<file path="src/sv/sbrp_pkg.sv">
// Shared constants, codes and inter-module structs for the STUN binding response parser.
package sbrp_pkg;

  localparam int CNT_W    = 17;
  localparam int LEN_W    = 16;
  localparam int CFG_IDX_W = 1;
  localparam int CFG_W    = 64;

  localparam logic [CNT_W-1:0] COUNT_MAX    = 17'h1FFFF;
  localparam logic [CNT_W-1:0] HEADER_BYTES = 17'd20;
  localparam logic [CNT_W-1:0] TXID_FIRST   = 17'd8;

  localparam logic [15:0] TYPE_BINDING_SUCCESS = 16'h0101;
  localparam logic [15:0] TYPE_XOR_MAPPED      = 16'h0020;
  localparam logic [7:0]  FAMILY_IPV4          = 8'h01;
  localparam logic [31:0] MAGIC_COOKIE         = 32'h2112A442;

  // Configuration register indexes
  localparam logic [CFG_IDX_W-1:0] CFG_TXID_HIGH = 1'b0;
  localparam logic [CFG_IDX_W-1:0] CFG_TXID_LOW  = 1'b1;

  // Result status codes
  localparam logic [2:0] ST_OK           = 3'd0;
  localparam logic [2:0] ST_SHORT        = 3'd1;
  localparam logic [2:0] ST_WRONG_TYPE   = 3'd2;
  localparam logic [2:0] ST_TXID_BAD     = 3'd3;
  localparam logic [2:0] ST_LEN_OVERRUN  = 3'd4;
  localparam logic [2:0] ST_ATTR_OVERRUN = 3'd5;
  localparam logic [2:0] ST_NOT_FOUND    = 3'd6;

  // Attribute walk outcome codes
  localparam logic [1:0] OC_PENDING = 2'd0;
  localparam logic [1:0] OC_FOUND   = 2'd1;
  localparam logic [1:0] OC_OVERRUN = 2'd2;

  typedef struct packed {
    logic [CNT_W-1:0] pos;         // byte position of the word being processed
    logic [CNT_W-1:0] end_pos;     // first byte past the attribute region
    logic             walk_en;     // word lies inside the attribute region
    logic [CNT_W-1:0] size;        // byte count including this word
    logic             type_ok;
    logic             txid_bad;
    logic             len_overrun;
  } hdr_info_t;

  typedef struct packed {
    logic [1:0]  outcome;
    logic [31:0] addr;
    logic [15:0] port;
  } walk_res_t;

endpackage

</file>
<file path="src/sv/sbrp_in_if.sv">
// Byte input channel: one message byte and a last-byte flag per word.
interface sbrp_in_if;
  logic       valid;
  logic       ready;
  logic [7:0] data_byte;
  logic       final_byte;

  modport source (output valid, output data_byte, output final_byte, input ready);
  modport sink   (input valid, input data_byte, input final_byte, output ready);
endinterface

</file>
<file path="src/sv/sbrp_out_if.sv">
// Result channel: parse status with decoded IPv4 address and port.
interface sbrp_out_if;
  logic        valid;
  logic        ready;
  logic [2:0]  status;
  logic [31:0] mapped_addr;
  logic [15:0] mapped_port;

  modport source (output valid, output status, output mapped_addr, output mapped_port,
                  input ready);
  modport sink   (input valid, input status, input mapped_addr, input mapped_port,
                  output ready);
endinterface

</file>
<file path="src/sv/sbrp_hdr.sv">
// Header tracker: byte counter, type, length, transaction ID compare and config registers.
module sbrp_hdr (
  input  logic                              clk,
  input  logic                              rst_n,
  input  logic                              cfg_we,
  input  logic [sbrp_pkg::CFG_IDX_W-1:0]    cfg_idx,
  input  logic [sbrp_pkg::CFG_W-1:0]        cfg_data,
  input  logic                              step,
  input  logic                              clear,
  input  logic [7:0]                        data_byte,
  output sbrp_pkg::hdr_info_t               info
);
  import sbrp_pkg::*;

  logic [31:0]      txid_high_r, txid_high_nxt;
  logic [63:0]      txid_low_r, txid_low_nxt;
  logic [CNT_W-1:0] byte_count_r, byte_count_nxt;
  logic [15:0]      msg_type_r, msg_type_nxt;
  logic [LEN_W-1:0] attr_len_r, attr_len_nxt;
  logic             txid_diff_r, txid_diff_nxt;

  logic [95:0]      txid_all;
  logic [7:0]       txid_bytes [12];
  logic [3:0]       txid_i;
  logic [7:0]       want;
  logic             live;
  logic             in_txid;
  logic [CNT_W-1:0] count_upd;
  logic [15:0]      msg_type_upd;
  logic [LEN_W-1:0] attr_len_upd;
  logic             txid_upd;

  assign txid_all = {txid_high_r, txid_low_r};

  always_comb begin
    for (int k = 0; k < 12; k++) begin
      txid_bytes[k] = txid_all[95 - 8*k -: 8];
    end
  end

  assign live    = (byte_count_r != COUNT_MAX);
  assign in_txid = (byte_count_r >= TXID_FIRST) && (byte_count_r < HEADER_BYTES);
  assign txid_i  = byte_count_r[3:0] - 4'd8;
  assign want    = (txid_i < 4'd12) ? txid_bytes[txid_i] : 8'h00;

  always_comb begin
    msg_type_upd = msg_type_r;
    attr_len_upd = attr_len_r;
    txid_upd     = txid_diff_r;
    count_upd    = byte_count_r;
    if (live) begin
      count_upd = byte_count_r + 17'd1;
      if (byte_count_r == 17'd0) begin
        msg_type_upd = {data_byte, 8'h00};
      end else if (byte_count_r == 17'd1) begin
        msg_type_upd = {msg_type_r[15:8], data_byte};
      end else if (byte_count_r == 17'd2) begin
        attr_len_upd = {data_byte, 8'h00};
      end else if (byte_count_r == 17'd3) begin
        attr_len_upd = {attr_len_r[15:8], data_byte};
      end else if (in_txid && (want != data_byte)) begin
        txid_upd = 1'b1;
      end
    end
  end

  always_comb begin
    info.pos         = byte_count_r;
    info.end_pos     = HEADER_BYTES + {1'b0, attr_len_r};
    info.walk_en     = live && (byte_count_r >= HEADER_BYTES) && (byte_count_r < info.end_pos);
    info.size        = count_upd;
    info.type_ok     = (msg_type_upd == TYPE_BINDING_SUCCESS);
    info.txid_bad    = txid_upd;
    info.len_overrun = ((HEADER_BYTES + {1'b0, attr_len_upd}) > count_upd);
  end

  always_comb begin
    txid_high_nxt = txid_high_r;
    txid_low_nxt  = txid_low_r;
    if (cfg_we) begin
      unique case (cfg_idx)
        CFG_TXID_HIGH: txid_high_nxt = cfg_data[31:0];
        CFG_TXID_LOW:  txid_low_nxt  = cfg_data;
        default:       txid_high_nxt = txid_high_r;
      endcase
    end
    byte_count_nxt = byte_count_r;
    msg_type_nxt   = msg_type_r;
    attr_len_nxt   = attr_len_r;
    txid_diff_nxt  = txid_diff_r;
    if (step) begin
      if (clear) begin
        byte_count_nxt = '0;
        msg_type_nxt   = '0;
        attr_len_nxt   = '0;
        txid_diff_nxt  = 1'b0;
      end else begin
        byte_count_nxt = count_upd;
        msg_type_nxt   = msg_type_upd;
        attr_len_nxt   = attr_len_upd;
        txid_diff_nxt  = txid_upd;
      end
    end
  end

  always_ff @(posedge clk) begin
    if (!rst_n) begin
      txid_high_r  <= '0;
      txid_low_r   <= '0;
      byte_count_r <= '0;
      msg_type_r   <= '0;
      attr_len_r   <= '0;
      txid_diff_r  <= 1'b0;
    end else begin
      txid_high_r  <= txid_high_nxt;
      txid_low_r   <= txid_low_nxt;
      byte_count_r <= byte_count_nxt;
      msg_type_r   <= msg_type_nxt;
      attr_len_r   <= attr_len_nxt;
      txid_diff_r  <= txid_diff_nxt;
    end
  end

endmodule

</file>
<file path="src/sv/sbrp_walk.sv">
// Attribute walker: steps through padded TLVs and captures the first IPv4 XOR-MAPPED-ADDRESS.
module sbrp_walk (
  input  logic                  clk,
  input  logic                  rst_n,
  input  logic                  step,
  input  logic                  clear,
  input  logic [7:0]            data_byte,
  input  sbrp_pkg::hdr_info_t   info,
  output sbrp_pkg::walk_res_t   res
);
  import sbrp_pkg::*;

  localparam logic [1:0] PH_HEADER = 2'd0;
  localparam logic [1:0] PH_CAND   = 2'd1;
  localparam logic [1:0] PH_SKIP   = 2'd2;

  function automatic logic [CNT_W-1:0] padded_len(input logic [LEN_W-1:0] len);
    logic [1:0] pad;
    pad = 2'd0 - len[1:0];
    return {1'b0, len} + {15'd0, pad};
  endfunction

  logic [1:0]       phase_r, phase_nxt, phase_upd;
  logic [31:0]      hdr_r, hdr_nxt, hdr_upd;
  logic [CNT_W-1:0] left_r, left_nxt, left_upd;
  logic [1:0]       outcome_r, outcome_nxt, outcome_upd;
  logic [31:0]      addr_r, addr_nxt, addr_upd;
  logic [15:0]      port_r, port_nxt, port_upd;

  logic             active;
  logic [LEN_W-1:0] new_len;
  logic [15:0]      new_type;
  logic [CNT_W:0]   reach;
  logic [CNT_W-1:0] new_total;
  logic [CNT_W-1:0] cur_total;
  logic [CNT_W-1:0] off;
  logic [CNT_W-1:0] left_dec;

  assign active    = info.walk_en && (outcome_r == OC_PENDING);
  assign new_len   = {hdr_r[7:0], data_byte};
  assign new_type  = hdr_r[23:8];
  assign reach     = {1'b0, info.pos} + 18'd1 + {2'b00, new_len};
  assign new_total = padded_len(new_len);
  assign cur_total = padded_len(hdr_r[15:0]);
  assign off       = cur_total - left_r;
  assign left_dec  = left_r - 17'd1;

  always_comb begin
    phase_upd   = phase_r;
    hdr_upd     = hdr_r;
    left_upd    = left_r;
    outcome_upd = outcome_r;
    addr_upd    = addr_r;
    port_upd    = port_r;
    if (phase_r == PH_HEADER) begin
      hdr_upd  = {hdr_r[23:0], data_byte};
      left_upd = left_r + 17'd1;
      if (left_r[1:0] == 2'd3) begin
        // Full type and length collected: check the value fits the region
        if (reach > {1'b0, info.end_pos}) begin
          outcome_upd = OC_OVERRUN;
        end else if (new_len == '0) begin
          hdr_upd  = '0;
          left_upd = '0;
        end else begin
          phase_upd = ((new_type == TYPE_XOR_MAPPED) && (new_len >= 16'd8)) ? PH_CAND : PH_SKIP;
          left_upd  = new_total;
        end
      end
    end else begin
      if (phase_r == PH_CAND) begin
        if ((off == 17'd1) && (data_byte != FAMILY_IPV4)) begin
          phase_upd = PH_SKIP;
        end else if ((off == 17'd2) || (off == 17'd3)) begin
          port_upd = {port_r[7:0], data_byte};
        end else if ((off >= 17'd4) && (off <= 17'd7)) begin
          addr_upd = {addr_r[23:0], data_byte};
        end
      end
      if ((phase_r == PH_CAND) && (off == 17'd7)) begin
        outcome_upd = OC_FOUND;
      end else begin
        left_upd = left_dec;
        if (left_dec == '0) begin
          phase_upd = PH_HEADER;
          hdr_upd   = '0;
        end
      end
    end
  end

  always_comb begin
    res.outcome = active ? outcome_upd : outcome_r;
    res.addr    = active ? addr_upd    : addr_r;
    res.port    = active ? port_upd    : port_r;
  end

  always_comb begin
    phase_nxt   = phase_r;
    hdr_nxt     = hdr_r;
    left_nxt    = left_r;
    outcome_nxt = outcome_r;
    addr_nxt    = addr_r;
    port_nxt    = port_r;
    if (step) begin
      if (clear) begin
        phase_nxt   = PH_HEADER;
        hdr_nxt     = '0;
        left_nxt    = '0;
        outcome_nxt = OC_PENDING;
        addr_nxt    = '0;
        port_nxt    = '0;
      end else if (active) begin
        phase_nxt   = phase_upd;
        hdr_nxt     = hdr_upd;
        left_nxt    = left_upd;
        outcome_nxt = outcome_upd;
        addr_nxt    = addr_upd;
        port_nxt    = port_upd;
      end
    end
  end

  always_ff @(posedge clk) begin
    if (!rst_n) begin
      phase_r   <= PH_HEADER;
      hdr_r     <= '0;
      left_r    <= '0;
      outcome_r <= OC_PENDING;
      addr_r    <= '0;
      port_r    <= '0;
    end else begin
      phase_r   <= phase_nxt;
      hdr_r     <= hdr_nxt;
      left_r    <= left_nxt;
      outcome_r <= outcome_nxt;
      addr_r    <= addr_nxt;
      port_r    <= port_nxt;
    end
  end

endmodule

</file>
<file path="src/sv/stun_binding_response_parser.sv">
// Top level of the STUN binding response parser: input stage, header/walk units, result register.
//
//   channel | dir | handshake        | payload
//   in_ch   | in  | valid / ready    | data_byte[7:0], final_byte
//   out_ch  | out | valid / ready    | status[2:0], mapped_addr[31:0], mapped_port[15:0]
//   cfg_*   | in  | cfg_we (no wait) | cfg_idx[0], cfg_data[63:0]
//
// Flow: one byte word per clock, but for a last-byte word held by a stall (below); a word
// sits in the input register while the header and walk state update from it. A last-byte
// word moves from the input register into the result register once that register is free.
// Reset: rst_n synchronous, active low; clears hdr/walk state, valid bits, both config registers.
// Stalls: out_ch.ready low holds a last-byte word in the input register once a result is
// waiting; other words keep flowing.
module stun_binding_response_parser (
  input  logic                           clk,
  input  logic                           rst_n,
  input  logic                           cfg_we,
  input  logic [sbrp_pkg::CFG_IDX_W-1:0] cfg_idx,
  input  logic [sbrp_pkg::CFG_W-1:0]     cfg_data,
  sbrp_in_if.sink                        in_ch,
  sbrp_out_if.source                     out_ch
);
  import sbrp_pkg::*;

  // Input register
  logic        s1_v_r, s1_v_nxt;
  logic [7:0]  s1_byte_r, s1_byte_nxt;
  logic        s1_fin_r, s1_fin_nxt;

  // Result register
  logic        out_v_r, out_v_nxt;
  logic [2:0]  out_status_r, out_status_nxt;
  logic [31:0] out_addr_r, out_addr_nxt;
  logic [15:0] out_port_r, out_port_nxt;

  logic        out_free;
  logic        s1_go;
  logic        step;
  logic        accept;
  logic        finish;
  logic [2:0]  status;
  logic [31:0] addr;
  logic [15:0] port;

  hdr_info_t   hdr_info;
  walk_res_t   walk_res;

  // A last-byte word may only advance when the result register can take it
  assign out_free = !out_v_r || out_ch.ready;
  assign s1_go    = !s1_fin_r || out_free;
  assign step     = s1_v_r && s1_go;
  assign finish   = step && s1_fin_r;

  assign in_ch.ready = !s1_v_r || s1_go;
  assign accept      = in_ch.valid && in_ch.ready;

  sbrp_hdr u_hdr (
    .clk       (clk),
    .rst_n     (rst_n),
    .cfg_we    (cfg_we),
    .cfg_idx   (cfg_idx),
    .cfg_data  (cfg_data),
    .step      (step),
    .clear     (s1_fin_r),
    .data_byte (s1_byte_r),
    .info      (hdr_info)
  );

  sbrp_walk u_walk (
    .clk       (clk),
    .rst_n     (rst_n),
    .step      (step),
    .clear     (s1_fin_r),
    .data_byte (s1_byte_r),
    .info      (hdr_info),
    .res       (walk_res)
  );

  // Report the first failing check in order; address and port only on success
  always_comb begin
    addr = '0;
    port = '0;
    priority if (hdr_info.size < HEADER_BYTES) begin
      status = ST_SHORT;
    end else if (!hdr_info.type_ok) begin
      status = ST_WRONG_TYPE;
    end else if (hdr_info.txid_bad) begin
      status = ST_TXID_BAD;
    end else if (hdr_info.len_overrun) begin
      status = ST_LEN_OVERRUN;
    end else if (walk_res.outcome == OC_OVERRUN) begin
      status = ST_ATTR_OVERRUN;
    end else if (walk_res.outcome == OC_FOUND) begin
      status = ST_OK;
      addr   = walk_res.addr ^ MAGIC_COOKIE;
      port   = walk_res.port ^ MAGIC_COOKIE[31:16];
    end else begin
      status = ST_NOT_FOUND;
    end
  end

  always_comb begin
    s1_v_nxt    = s1_v_r;
    s1_byte_nxt = s1_byte_r;
    s1_fin_nxt  = s1_fin_r;
    if (accept) begin
      s1_v_nxt    = 1'b1;
      s1_byte_nxt = in_ch.data_byte;
      s1_fin_nxt  = in_ch.final_byte;
    end else if (step) begin
      s1_v_nxt = 1'b0;
    end

    out_v_nxt      = out_v_r;
    out_status_nxt = out_status_r;
    out_addr_nxt   = out_addr_r;
    out_port_nxt   = out_port_r;
    if (finish) begin
      out_v_nxt      = 1'b1;
      out_status_nxt = status;
      out_addr_nxt   = addr;
      out_port_nxt   = port;
    end else if (out_ch.ready) begin
      out_v_nxt = 1'b0;
    end
  end

  always_ff @(posedge clk) begin
    if (!rst_n) begin
      s1_v_r  <= 1'b0;
      out_v_r <= 1'b0;
    end else begin
      s1_v_r  <= s1_v_nxt;
      out_v_r <= out_v_nxt;
    end
  end

  // Payload: no reset needed
  always_ff @(posedge clk) begin
    s1_byte_r    <= s1_byte_nxt;
    s1_fin_r     <= s1_fin_nxt;
    out_status_r <= out_status_nxt;
    out_addr_r   <= out_addr_nxt;
    out_port_r   <= out_port_nxt;
  end

  assign out_ch.valid       = out_v_r;
  assign out_ch.status      = out_status_r;
  assign out_ch.mapped_addr = out_addr_r;
  assign out_ch.mapped_port = out_port_r;

`ifndef ASSERT_OFF
  a_clear_after_final: assert property (@(posedge clk) disable iff (!rst_n)
    finish |=> (hdr_info.pos == '0))
    else $error("byte count not cleared after last byte");

  a_result_loaded: assert property (@(posedge clk) disable iff (!rst_n)
    finish |=> out_v_r)
    else $error("last byte advanced without a result");

  a_fail_zero_payload: assert property (@(posedge clk) disable iff (!rst_n)
    (out_v_r && (out_status_r != ST_OK)) |-> ((out_addr_r == '0) && (out_port_r == '0)))
    else $error("failed result carries address or port");

  a_empty_stage_ready: assert property (@(posedge clk) disable iff (!rst_n)
    !s1_v_r |-> in_ch.ready)
    else $error("empty input stage refuses a word");
`endif

endmodule

</file>
<file path="src/flat_wrapper.sv">
// flat-port wrapper written by rule: the top's interface ports become plain ports
module stun_binding_response_parser_flat import sbrp_pkg::*;
  (clk, rst_n, cfg_we, cfg_idx, cfg_data, in_ch_valid, in_ch_data_byte, in_ch_final_byte, in_ch_ready, out_ch_valid, out_ch_status, out_ch_mapped_addr, out_ch_mapped_port, out_ch_ready);
  sbrp_in_if in_ch_i ();
  sbrp_out_if out_ch_i ();
  input  logic clk;
  input  logic rst_n;
  input  logic cfg_we;
  input  logic [sbrp_pkg::CFG_IDX_W-1:0] cfg_idx;
  input  logic [sbrp_pkg::CFG_W-1:0] cfg_data;
  input wire logic [$bits(in_ch_i.valid)-1:0] in_ch_valid;
  input wire logic [$bits(in_ch_i.data_byte)-1:0] in_ch_data_byte;
  input wire logic [$bits(in_ch_i.final_byte)-1:0] in_ch_final_byte;
  output wire logic [$bits(in_ch_i.ready)-1:0] in_ch_ready;
  output wire logic [$bits(out_ch_i.valid)-1:0] out_ch_valid;
  output wire logic [$bits(out_ch_i.status)-1:0] out_ch_status;
  output wire logic [$bits(out_ch_i.mapped_addr)-1:0] out_ch_mapped_addr;
  output wire logic [$bits(out_ch_i.mapped_port)-1:0] out_ch_mapped_port;
  input wire logic [$bits(out_ch_i.ready)-1:0] out_ch_ready;
  assign in_ch_i.valid = in_ch_valid;
  assign in_ch_i.data_byte = in_ch_data_byte;
  assign in_ch_i.final_byte = in_ch_final_byte;
  assign in_ch_ready = in_ch_i.ready;
  assign out_ch_valid = out_ch_i.valid;
  assign out_ch_status = out_ch_i.status;
  assign out_ch_mapped_addr = out_ch_i.mapped_addr;
  assign out_ch_mapped_port = out_ch_i.mapped_port;
  assign out_ch_i.ready = out_ch_ready;
  stun_binding_response_parser u_core (.clk(clk), .rst_n(rst_n), .cfg_we(cfg_we), .cfg_idx(cfg_idx), .cfg_data(cfg_data), .in_ch(in_ch_i), .out_ch(out_ch_i));
endmodule
</file>
<file path="config.mk">
export PLATFORM = sky130hd
export DESIGN_NAME = stun_binding_response_parser_flat
export DESIGN_NICKNAME = d
export VERILOG_FILES = /design/src/sv/sbrp_pkg.sv /design/src/sv/sbrp_in_if.sv /design/src/sv/sbrp_out_if.sv /design/src/sv/sbrp_hdr.sv /design/src/sv/sbrp_walk.sv /design/src/sv/stun_binding_response_parser.sv /design/src/flat_wrapper.sv
export SDC_FILE = /design/constraint.sdc
export NUM_CORES = 1
export LEC_CHECK = 0
export BUFFER_PORTS_ARGS = -buffer_cell sky130_fd_sc_hd__buf_2
export CAP_MARGIN = 20
export CORE_MARGIN = 4
export CORE_UTILIZATION = 40
export DETAILED_ROUTE_END_ITERATION = 10
export PLACE_DENSITY = 0.69
export SLEW_MARGIN = 10
export SYNTH_ARGS = -nofsm -noshare
export SYNTH_HDL_FRONTEND = slang
export SYNTH_HIERARCHICAL = 1
export SYNTH_SLANG_ARGS = --single-unit
export TNS_END_PERCENT = 10
</file>
<file path="constraint.sdc">
create_clock -name clk -period 6.6 [get_ports clk]
set_input_delay 1.65 -clock clk [delete_from_list [all_inputs] [get_ports clk]]
set_output_delay 1.65 -clock clk [all_outputs]
set_load 0.005 [all_outputs]
</file>
Word-level counts from Yosys, hierarchy flattened. Index checks and enable logic that the tools add are counted.

Flip-flop bits (word level): 301. Logic and storage cells: 183. Input port bits: 79. Output and inout port bits: 53.

$lt $le $gt $ge: 12. Mux-type cells: 77. $add $sub $neg: 13. Reductions and logical operators: 35. Bitwise gates (word level): 6. Equal/unequal tests: 20.

Operators with widths (count): $mux 16 (14); $mux 32 (7); $mux 24 (8); $mux 17 (9); $eq 17x2->1 const B (4); $mux 8 (5); $mux 2 (19); $add 16x2->17 (2); $add 17x1->17 const B (2); $add 5x16->17 const A (2); $eq 17x1->1 const B (2); $logic_not 17->1 (2); $lt 17x5->1 const B (2); $bmux 8 s4 (1); $add 17x1->18 const B (1); $add 18x16->18 (1); $gt 18x17->1 (1); $eq 17x3->1 const B (1); $ge 17x3->1 const B (1); $ge 17x4->1 const B (1); $ge 17x5->1 const B (1); $gt 17x17->1 (1); $le 17x3->1 const B (1); $lt 17x17->1 (1); other kinds (35) (74).

Logic depth before layout (Yosys ltp). Gate-level depths: netlist of run 1.

Depth after elaboration: 16. Mapped depth: 26. Depth with buffers taken out: 24.

By module. Netlist of run 1, hierarchy kept.

By module, submodules not included: sbrp_hdr (area an instance 8413.1 sq um, sequential area each 2922.8 sq um, cells each 1010, times used 1); sbrp_walk (area an instance 8211.6 sq um, sequential area each 1861.8 sq um, cells each 1035, times used 1); stun_binding_response_parser (area an instance 2668.8 sq um, sequential area each 1841.8 sq um, cells each 154, times used 1).

Worst setup path before layout of run 1. Ideal clock, no wire load.

Path kind: reg-to-reg. Start point: register u_core.s1_byte_r[0]. End point: register u_core.out_addr_r[2], in the netlist u_core/out_ch.mapped_addr[2], data pin. Library setup time: 170 ps. Arrival time: 5056 ps. Slack: 1374 ps. Stages on the path, launching flop included: 27. Path through: edfxtp_1 inv_1 ha_1 fa_1 nor2b_1 o21ai_0 a21boi_0 o21ai_0 a21boi_0 o21bai_1 a21boi_0 o211ai_1 nand3_1 ha_1 a21oi_1 nand2_1 a2111oi_0 a31o_2 nand2_1 a41o_1 inv_1 ha_1 nor2b_2 and3_4 buf_6 buf_6 nor4bb_4.

RTL lines: start, declared (line stun_binding_response_parser.sv:27) `logic [7:0] s1_byte_r, s1_byte_nxt;`; start signal, assigned (line stun_binding_response_parser.sv:140) `s1_byte_r <= s1_byte_nxt;`; end signal, assigned (line stun_binding_response_parser.sv:143) `out_addr_r <= out_addr_nxt;`; end, declared (line stun_binding_response_parser.sv:33) `logic [31:0] out_addr_r, out_addr_nxt;`.

==> flow_summary.yaml, run 1 <==
worst_setup_path:
  worstPathRequired_ps: 6930
  crit_buf_inv: 2
  path_depth: 23
  arrival_ps: 6400
  timing.rr.end: "u_core/out_ch.mapped_addr[11]"
  r2r_start: "u_core/s1_byte_r[0]"
  critPathSlowestCell: "a21boi_0"
  crit_family: "compound AO/OA/AOI/OAI gates"
  critPathLaunchType: "flop"
  end_kind: "flop"
  worst-r2r-setup-slack_ps: 530
  criticalPathCategory: "flop to flop"
  slowest_delay_ps: 480
  crit_top_cell: "ha_1"
  path_cells: "inv_1, ha_1, fa_1, nor2b_1, o21ai_0, a21boi_0, o21ai_0, a21boi_0, o21bai_1, a21oi_1, or2_2, o311ai_0, ha_1, nor2b_1, a2111oi_0, a31o_2, nand2_1, a41o_1, inv_1, ha_1, nor2b_2, and3_4, nor4bb_1"
  cp_max_fo: 48
  rr_worst_depth: 23
final_layout:
  multi_input_area_sq_um: 11600
  fillers: 4501
  drive_above_1_share_pct: 14.7
  seq_area_sq_um: 6630
  synthToLayoutAreaGrowth_pct: 11.6
  fin_util_pct: 45.1
  nets: 2442
  n_antenna_cell: 0
die:
  core_sq_um: 47700
  die_w_um: 228
  initial_core_util_pct: 40.4
  dieArea_sq_um: 51800
  io-pin-count: 132
  rows: 80
  dieHeight_um: 228
timing:
  grt_setup_unrepaired: "no"
  hold_viol: 0
  setup-tns-final_ps: 0
  tightestPinTransition_ps: 1120
  finalMaxSlewViolations: 0
  slew_headroom_pct: 25.3
  setup_viol: 0
  fin_crit_ps: 6070
  fin_skew_ps: 18.6
  fmax_ghz: 0.165
  post-route-period-util_pct: 92.0
  holdWs_ps: 461
clock_tree:
  cts_tree: "yes"
  cts.path.max_buffers: 3
  cts-root-buf: "clkbuf_16"
  clk_pin_slew_worst_paths_ps: 60
  ctsHoldBuffers: 0
  post_cts_buffers: 0
  cts_max_level: 2
  cts_buffers: 37
  cts_resized: 0
  clk_latency_ps: 560
  cts.sinks: 301
place:
  dp_hpwl_mm: 38.9
  place.gp.congestion: 0.967
  numPortBuffers: 131
yosys:
  syn_inst: 2198
  synth_area_per_cell_sq_um: 8.78
  synth_nets: 2393
  syn_area_sq_um: 19300
  ys_warn_count: 6
global_route:
  antenna_found_initial: 1
  grt-ovfl-total: 0
  grt_util_all_layers_pct: 21.3
  grt_pass1_vias: 16300
  grt_pass1_wl_mm: 89.6
  grt_start_max_net_pins: 95
detailed_routing:
  drt_pre_antenna_iters: 6
  ant_nets: 0
  initialDrtViolationCount: 1683
  vias: 17000
  route.detailed.drc: 0
  wl_per_cell_um: 19.6
  drt_wl_total_mm: 56.6
  vias_per_cell: 5.89
min_path:
  hold_depth: 2
  min_to: "u_core/u_hdr/txid_low_r[62]"
  hp-class: "flop to flop"
  hp-start: "u_core/u_hdr/txid_low_r[62]"
power_and_ir_drop:
  seqPwrFrac_pct: 43.5
  intPower_uw: 3310
  power_density_nw_per_um2: 208
  vdd_drop_max_v: 0.000137
  leakagePower_uw: 0.00807
  p_sw_share_pct: 26.0
  p_sw_uw: 1170
  pwr-share-clk_pct: 45.6
  pwr-share-comb_pct: 10.9
run:
  max_cap_violations: 0
run_status:
  status: "complete, no violations"
==> routing by layer <==
metal  global-route usage, %  up-vias  share of wire (%)
met4                    7.96        0                3.2
met1                    29.5     8167                 44
met2                    34.2      671                 46
li1                        -     8075                  -
met5                       0        -                  0
met3                    2.79      109                7.1
==> metrics by stage <==
stage	total power (uW)	std cells	instance area, sq um	setup WS [ps]
after floorplan	2300	2198	19300	1370
after global placement	2450	2820	20300	965
after detailed placement	2470	2821	20300	739
after CTS	4520	2888	21500	674
after global routing	4650	2890	21500	103
final	4480	2890	21500	530
==> power groups by stage <==
| stage | clock, uW | combinational, uW | sequential [uW] |
|---|---|---|---|
| detailed placement | 0 | 478 | 1990 |
| finish | 2040 | 489 | 1950 |
| floorplan | 0 | 326 | 1980 |
| CTS | 2090 | 480 | 1950 |
| global placement | 0 | 468 | 1990 |
| global route | 2160 | 532 | 1950 |
==> worst reg2reg max path, cell delays in order, from the launching register on <==
cell,delay [ps]
edfxtp_1,340
inv_1,110
ha_1,250
fa_1,400
nor2b_1,120
o21ai_0,100
a21boi_0,280
o21ai_0,160
a21boi_0,480
o21bai_1,150
a21oi_1,250
or2_2,150
o311ai_0,110
ha_1,330
nor2b_1,150
a2111oi_0,440
a31o_2,280
nand2_1,190
a41o_1,330
inv_1,60
ha_1,120
nor2b_2,140
and3_4,450
nor4bb_1,430
==> worst max path at each step <==
stage,slack [ps],from,endpoint
after floorplan,1370,u_core/s1_byte_r[0],u_core/out_ch.mapped_addr[2]
after global placement,960,u_core/s1_byte_r[0],u_core/out_ch.mapped_addr[2]
after detailed placement,740,u_core/s1_byte_r[0],u_core/out_ch.mapped_addr[23]
after CTS,670,u_core/s1_byte_r[0],u_core/out_ch.mapped_addr[11]
after global routing,100,u_core/s1_byte_r[0],u_core/out_ch.mapped_port[2]
final,530,u_core/s1_byte_r[0],u_core/out_ch.mapped_addr[11]
==> cell usage in the layout (no fill, tap or decap), types with 57 or more instances in the layout <==
cell and instances:
xnor2_1 57, edfxtp_1 60, inv_1 106, buf_2 130, ha_1 114, dfxtp_1 240, nand3_1 67, nor2_1 96
a21oi_1 108, a21boi_0 107, nor2b_1 57, nand2_1 309
==> area by class of cell <==
class,count,share of cell area [%]
Timing Repair Buffer,163,4.36
Multi-Input combinational cell,1635,53.8
Tap cell,615,3.57
Inverter,109,1.90
Sequential cell,301,30.8
Clock buffer,53,4.81
Clock inverter,14,0.796
==> state kept, by name, summed over array words and instances (netlist names) <==
signal / cells
u_core/out_ch.mapped_addr: 32
u_core/out_ch.mapped_port: 16
u_core/out_ch.status: 3
u_core/out_ch.valid: 1
u_core/s1_byte_r: 8
u_core/s1_fin_r: 1
u_core/s1_v_r: 1
u_core/u_hdr/attr_len_r: 16
u_core/u_hdr/byte_count_r: 17
u_core/u_hdr/msg_type_r: 16
u_core/u_hdr/txid_diff_r: 1
u_core/u_hdr/txid_high_r: 32
u_core/u_hdr/txid_low_r: 64
u_core/u_walk/addr_r: 32
u_core/u_walk/hdr_r: 24
u_core/u_walk/left_r: 17
u_core/u_walk/outcome_r: 2
u_core/u_walk/phase_r: 2
u_core/u_walk/port_r: 16
(Power assumes the default switching activity.)
==> run 2, diff against run 1 <==
PLACE_DENSITY = 0.71   (was 0.69)
clock period = 5.5 ns   (was 6.6 ns; I/O delays follow)
==> run 2 against run 1 <==
  * Sequential share of layout area decreased by 0.88 points
  * Maximum frequency is 16% higher
  * Clock skew grew 16 ps
  * Count of clock-buffer cells in the layout shrank 2
  * Critical path depth up 2
  * Global-route usage rose by 0.26 points
  * Core utilization up 1.3 points
  * Non-clock buffer count rose by 34
  * Hold slack lost 2.3 ps
  * Die area stayed put
  * First-iteration DRC count decreased by 13%
  * Critical endpoint unchanged
  * Largest cell class unchanged
==> flow_summary.yaml, run 2 (synthesis gave the netlist of run 1 again) <==
run_status:
  status: "complete, no violations"
worst_setup_path:
  criticalPathCategory: "flop to flop"
  end_kind: "flop"
  cp_max_fo: 6
  arrival_ps: 5610
  critPathLaunchType: "flop"
  worstPathRequired_ps: 5870
global_route:
  grt_start_max_net_pins: 133
  grt_pass1_vias: 16200
  antenna_found_initial: 1
  grt-ovfl-total: 0
  grt_util_all_layers_pct: 21.6
  grt_pass1_wl_mm: 90.2
power_and_ir_drop:
  power.total_uw: 5450
  seqPwrFrac_pct: 42.8
  intPower_uw: 4020
  power_density_nw_per_um2: 246
  pwr-share-clk_pct: 46.2
  p_sw_uw: 1440
  p_sw_share_pct: 26.4
  leakagePower_uw: 0.00831
  vdd_drop_max_v: 0.000165
  pwr-share-comb_pct: 11.0
clock_tree:
  cts.sinks: 301
  clk_pin_slew_worst_paths_ps: 60
  cts_max_level: 2
  cts.path.max_buffers: 3
  cts_tree: "yes"
  cts-root-buf: "clkbuf_16"
  clk_latency_ps: 580
  cts_buffers: 36
  ctsHoldBuffers: 0
timing:
  post-route-period-util_pct: 95.3
  hold_viol: 0
  tightestPinTransition_ps: 869
  finalMaxSlewViolations: 0
  setup_viol: 0
  grt_setup_unrepaired: "no"
  fin_skew_ps: 34.6
  slew_headroom_pct: 42.0
  fin_crit_ps: 5240
  fmax_ghz: 0.191
  worst_slack_ps: 259
min_path:
  hp-class: "flop to flop"
final_layout:
  synthToLayoutAreaGrowth_pct: 14.9
  nets: 2483
  final_cell_mix: "309 x nand2_1, 240 x dfxtp_1, 130 x buf_2"
  largest_register_ffs: 64
  final_cell_area_sq_um: 22200
  drive_above_1_share_pct: 17.5
  layout.cells.non_filler: 2931
  n_antenna_cell: 0
  final_common_cell: "nand2_1"
  largest-register: "u_core/u_hdr/txid_low_r"
die:
  core_sq_um: 47700
  die_w_um: 228
  rows: 80
  initial_core_util_pct: 40.4
  dieHeight_um: 228
  dieArea_sq_um: 51800
  io-pin-count: 132
place:
  dp_hpwl_mm: 39.9
  place.gp.congestion: 0.965
  numPortBuffers: 131
  dpl_cell_area_sq_um: 20600
  preCtsSetupSlack_ps: -220
  dp.cells: 2853
detailed_routing:
  drt_pre_antenna_iters: 6
  route.detailed.drc: 0
  wl_per_cell_um: 20.0
  vias: 17300
  drt_wl_total_mm: 58.8
  ant_nets: 0
  vias_per_cell: 5.89
  initialDrtViolationCount: 1467
run:
  max_cap_violations: 0
run 2: through the flow:
| step | hold WS, ps | TNS, ps | util, % |
|---|---|---|---|
| floorplan | 440 | 0 | - |
| global placement | 451 | 0 | 43.0 |
| detailed placement | 457 | -5840 | 43.1 |
| CTS | 465 | 0 | 45.8 |
| global route | 478 | 0 | 46.4 |
| finish | 459 | 0 | 46.4 |
run 2: critical path: stages (launching register included):
cell and delay (ps):
edfxtp_1 350, inv_1 70, ha_1 230, fa_2 370, nor2b_1 160, o21ai_2 80, a21boi_1 210, o21ai_1 100
a21boi_0 180, buf_4 160, o21bai_1 90, a21oi_1 170, a211o_1 110, nand3_1 60, ha_1 320, a21oi_1 160
nand2_1 80, a2111oi_2 390, a31o_2 260, nand2_1 90, a41o_1 280, inv_1 70, ha_2 210, nor2b_4 240
and3_4 280, nor4bb_1 320
run 2: worst paths after layout:
| check | startpoint | end | slack [ps] | cells after the start |
|---|---|---|---|---|
| max | u_core/s1_byte_r[0] | u_core/out_ch.mapped_addr[11] | 260 | 25 |
| min | u_core/u_hdr/txid_high_r[3] | u_core/u_hdr/txid_high_r[3] | 460 | 2 |
| max reg2reg | u_core/s1_byte_r[0] | u_core/out_ch.mapped_addr[11] | 260 | 25 |
| min reg2reg | u_core/u_hdr/txid_high_r[3] | u_core/u_hdr/txid_high_r[3] | 460 | 2 |
run 2: cell type report:
cell class | count | area (sq um)
tap | 615 | 769
multi-input combinational | 1643 | 11900
clock buffer | 51 | 1050
sequential | 301 | 6630
fill | 4437 | 25600
inverter | 109 | 409
timing repair buffer | 197 | 1260
clock inverter | 15 | 203
run 2: routing by layer:
layer  track usage, %  vias to the layer above  routed length, um
li1                 -                     8171                  -
met5                0                        -                 18
met3             3.04                      131               4100
met2             35.6                      737              27200
met4             7.03                        2               1810
met1             29.4                     8232              25700
run 2: timing repair:
action                                  in CTS  in global routing
resized for setup                           10                 39
buffers inserted                             0                  1
pin swaps                                    2                  3
endpoints found under the setup margin      48                 87
gates cloned                                 4                  4
run 2: power groups by stage:
stage,registers (uW),clock network [uW],logic (uW)
6_report,2340,2520,600
5_1_grt,2340,2650,651
4_1_cts,2330,2560,586
3_5_place_dp,2380,0,582
3_3_place_gp,2380,0,567
2_1_floorplan,2370,0,391
==> run 3, diff against run 2 <==
ABC_AREA = 1   (was default)
==> run 3 against run 2 <==
  * Die area is 6.3% higher
  * Sequential share of layout area fell by 0.99 points
  * Clock skew shrank 11 ps
  * Global-route usage shrank 0.80 points
  * Highest routed layer unchanged
  * Critical path depth grew 1
  * Clock power fell by 10%
  * Maximum frequency increased by 2.9%
  * Total power grew 0.97%
  * Critical endpoint is now u_core/out_ch.mapped_addr[13]
  * Via count increased by 15%
  * Setup slack improved by 150 ps
  * Combinational power up 46%
  * Register-to-register slack better by 150 ps
==> flow_summary.yaml, run 3 <==
run_status:
  status: "complete, no violations"
detailed_routing:
  ant_nets: 0
  initialDrtViolationCount: 1818
  vias: 19900
  route.detailed.drc: 0
  vias_per_cell: 5.18
  drt_wl_total_mm: 59.8
  drt_pre_antenna_iters: 6
  wl_per_cell_um: 15.6
power_and_ir_drop:
  power_density_nw_per_um2: 240
  leakagePower_uw: 0.0102
  vdd_drop_max_v: 0.000245
  power.total_uw: 5510
timing:
  finalMaxSlewViolations: 0
  post-route-period-util_pct: 92.6
  setup_viol: 0
  hold_viol: 0
  fmax_ghz: 0.196
  slew_headroom_pct: 42.2
  fin_crit_ps: 5090
  fin_skew_ps: 23.3
  tightestPinTransition_ps: 866
  worst_slack_ps: 406
clock_tree:
  cts-root-buf: "clkbuf_16"
  clk_latency_ps: 550
  cts.sinks: 301
  cts_max_level: 2
  cts_tree: "yes"
  clk_pin_slew_worst_paths_ps: 60
  cts_buffers: 35
  cts.path.max_buffers: 3
final_layout:
  synthToLayoutAreaGrowth_pct: 11.6
  final_cell_area_sq_um: 22900
  drive_above_1_share_pct: 11.3
  final_common_cell: "nand2_1"
  largest_register_ffs: 64
  largest-register: "u_core/u_hdr/txid_low_r"
  final_cell_mix: "606 x nand2_1, 515 x nor2_1, 374 x inv_1"
  nets: 3339
yosys:
  synth_ff_type: "dfxtp_1"
  synth.top_cells.by_area: "dfxtp_1 23%, nand2_1 11%, nor2_1 9.5%"
  synth_top_area_share_pct: 23.5
  synth_seq_cells: 301
  synth_cell_types: 56
  synth_area_per_cell_sq_um: 6.70
  synth_commonest_cells: "606 x nand2_1, 518 x nor2_1, 375 x inv_1"
  synth-edff-count: 60
  synth_nets: 3262
  synthMostInstantiatedCell: "nand2_1"
  synth_largest_area_cell: "dfxtp_1"
  synthArstFlopShare_pct: 0
  syn_inst: 3067
  syn_area_sq_um: 20500
  yosysSeqAreaShare_pct: 32.2
  ys_warn_count: 6
worst_setup_path:
  arrival_ps: 5370
  cp_max_fo: 48
  criticalPathCategory: "flop to flop"
  worstPathRequired_ps: 5780
  rr_worst_depth: 26
  critPathSlowestCell: "edfxtp_1"
  slowest_delay_ps: 640
  crit_top_cell: "nand2_1"
  end_kind: "flop"
  critPathLaunchType: "flop"
die:
  dieHeight_um: 235
  core_sq_um: 50500
  die_w_um: 235
  initial_core_util_pct: 40.7
  rows: 82
  io-pin-count: 132
  dieArea_sq_um: 55100
global_route:
  grt_start_max_net_pins: 101
  antenna_found_initial: 6
  grt_pass1_wl_mm: 96.4
  grt-ovfl-total: 0
  grt_pass1_vias: 18300
  grt_util_all_layers_pct: 20.8
place:
  preCtsSetupSlack_ps: 411
  place.gp.congestion: 0.937
  dp_hpwl_mm: 42.7
  dpl_cell_area_sq_um: 21700
  numPortBuffers: 131
min_path:
  hp-class: "flop to flop"
  hold_depth: 2
run:
  max_cap_violations: 0
[run 3: final timing paths]
check                                   from                       endpoint  slack [ps]
setup / recovery         u_core/s1_byte_r[2]  u_core/out_ch.mapped_addr[13]         410
hold / removal    u_core/u_hdr/msg_type_r[2]     u_core/u_hdr/msg_type_r[2]         460
setup reg to reg         u_core/s1_byte_r[2]  u_core/out_ch.mapped_addr[13]         410
hold reg to reg   u_core/u_hdr/msg_type_r[2]     u_core/u_hdr/msg_type_r[2]         460
[run 3: report_power, final]
group | switching, uW | internal (uW)
Clock | 947 | 1310
Sequential | 55.4 | 2320
Combinational | 581 | 295
[run 3: cell type report]
| class | instances | area, sq um |
|---|---|---|
| diodes | 2 | 5.00 |
| flip-flops and latches | 301 | 6630 |
| clock buffers | 49 | 990 |
| fillers | 5215 | 27600 |
| inverters | 391 | 1470 |
| well taps | 672 | 841 |
| multi-input cells | 2239 | 11800 |
| clock inverters | 12 | 108 |
| repair buffers | 176 | 1040 |
[run 3: routing by layer]
metal | wire (um) | vias up | global-route usage, %
met3 | 3900 | 120 | 2.99
li1 | - | 10100 | -
met2 | 27500 | 670 | 34.6
met4 | 1750 | 6 | 6.43
met1 | 26600 | 9039 | 28.1
met5 | 35 | - | 0
[run 3: through the flow]
stage | std cells | hold slack, ps | TNS, ps | utilization [%]
after floorplan | 3067 | 442 | 0 | -
after global placement | 3774 | 452 | 0 | 43.0
after detailed placement | 3774 | 453 | 0 | 43.0
after CTS | 3835 | 462 | 0 | 45.2
after global routing | 3840 | 480 | -0.928 | 45.4
final | 3842 | 462 | 0 | 45.4
[run 3: critical path: cells and delay by family (launching register included)]
| kind | cells | cell delay (ps) |
|---|---|---|
| buf+inv | 5 | 600 |
| flops | 1 | 640 |
| compound gates | 4 | 1030 |
| fa+ha+maj | 3 | 990 |
| simple gates | 13 | 1360 |
| xor+xnor | 1 | 130 |
[run 3: logic make-up (layout without fill, tap and decap cells)]
kind of cell | count (synthesis) | after routing | synth area share (%)
simple gates | 1535 | 1536 | 33.1
xor+xnor | 76 | 76 | 3.24
other cells | 0 | 2 | 0
compound gates | 511 | 511 | 13.8
buf+inv | 528 | 628 | 10.4
fa+ha+maj | 116 | 116 | 7.10
flops | 301 | 301 | 32.2
[run 3: repair_timing]
item                       CTS  global route
hold endpoints to repair     0             0
hold buffers                 0             0
buffers inserted             0             2
setup endpoints to repair    0            36
resized for setup            0             6
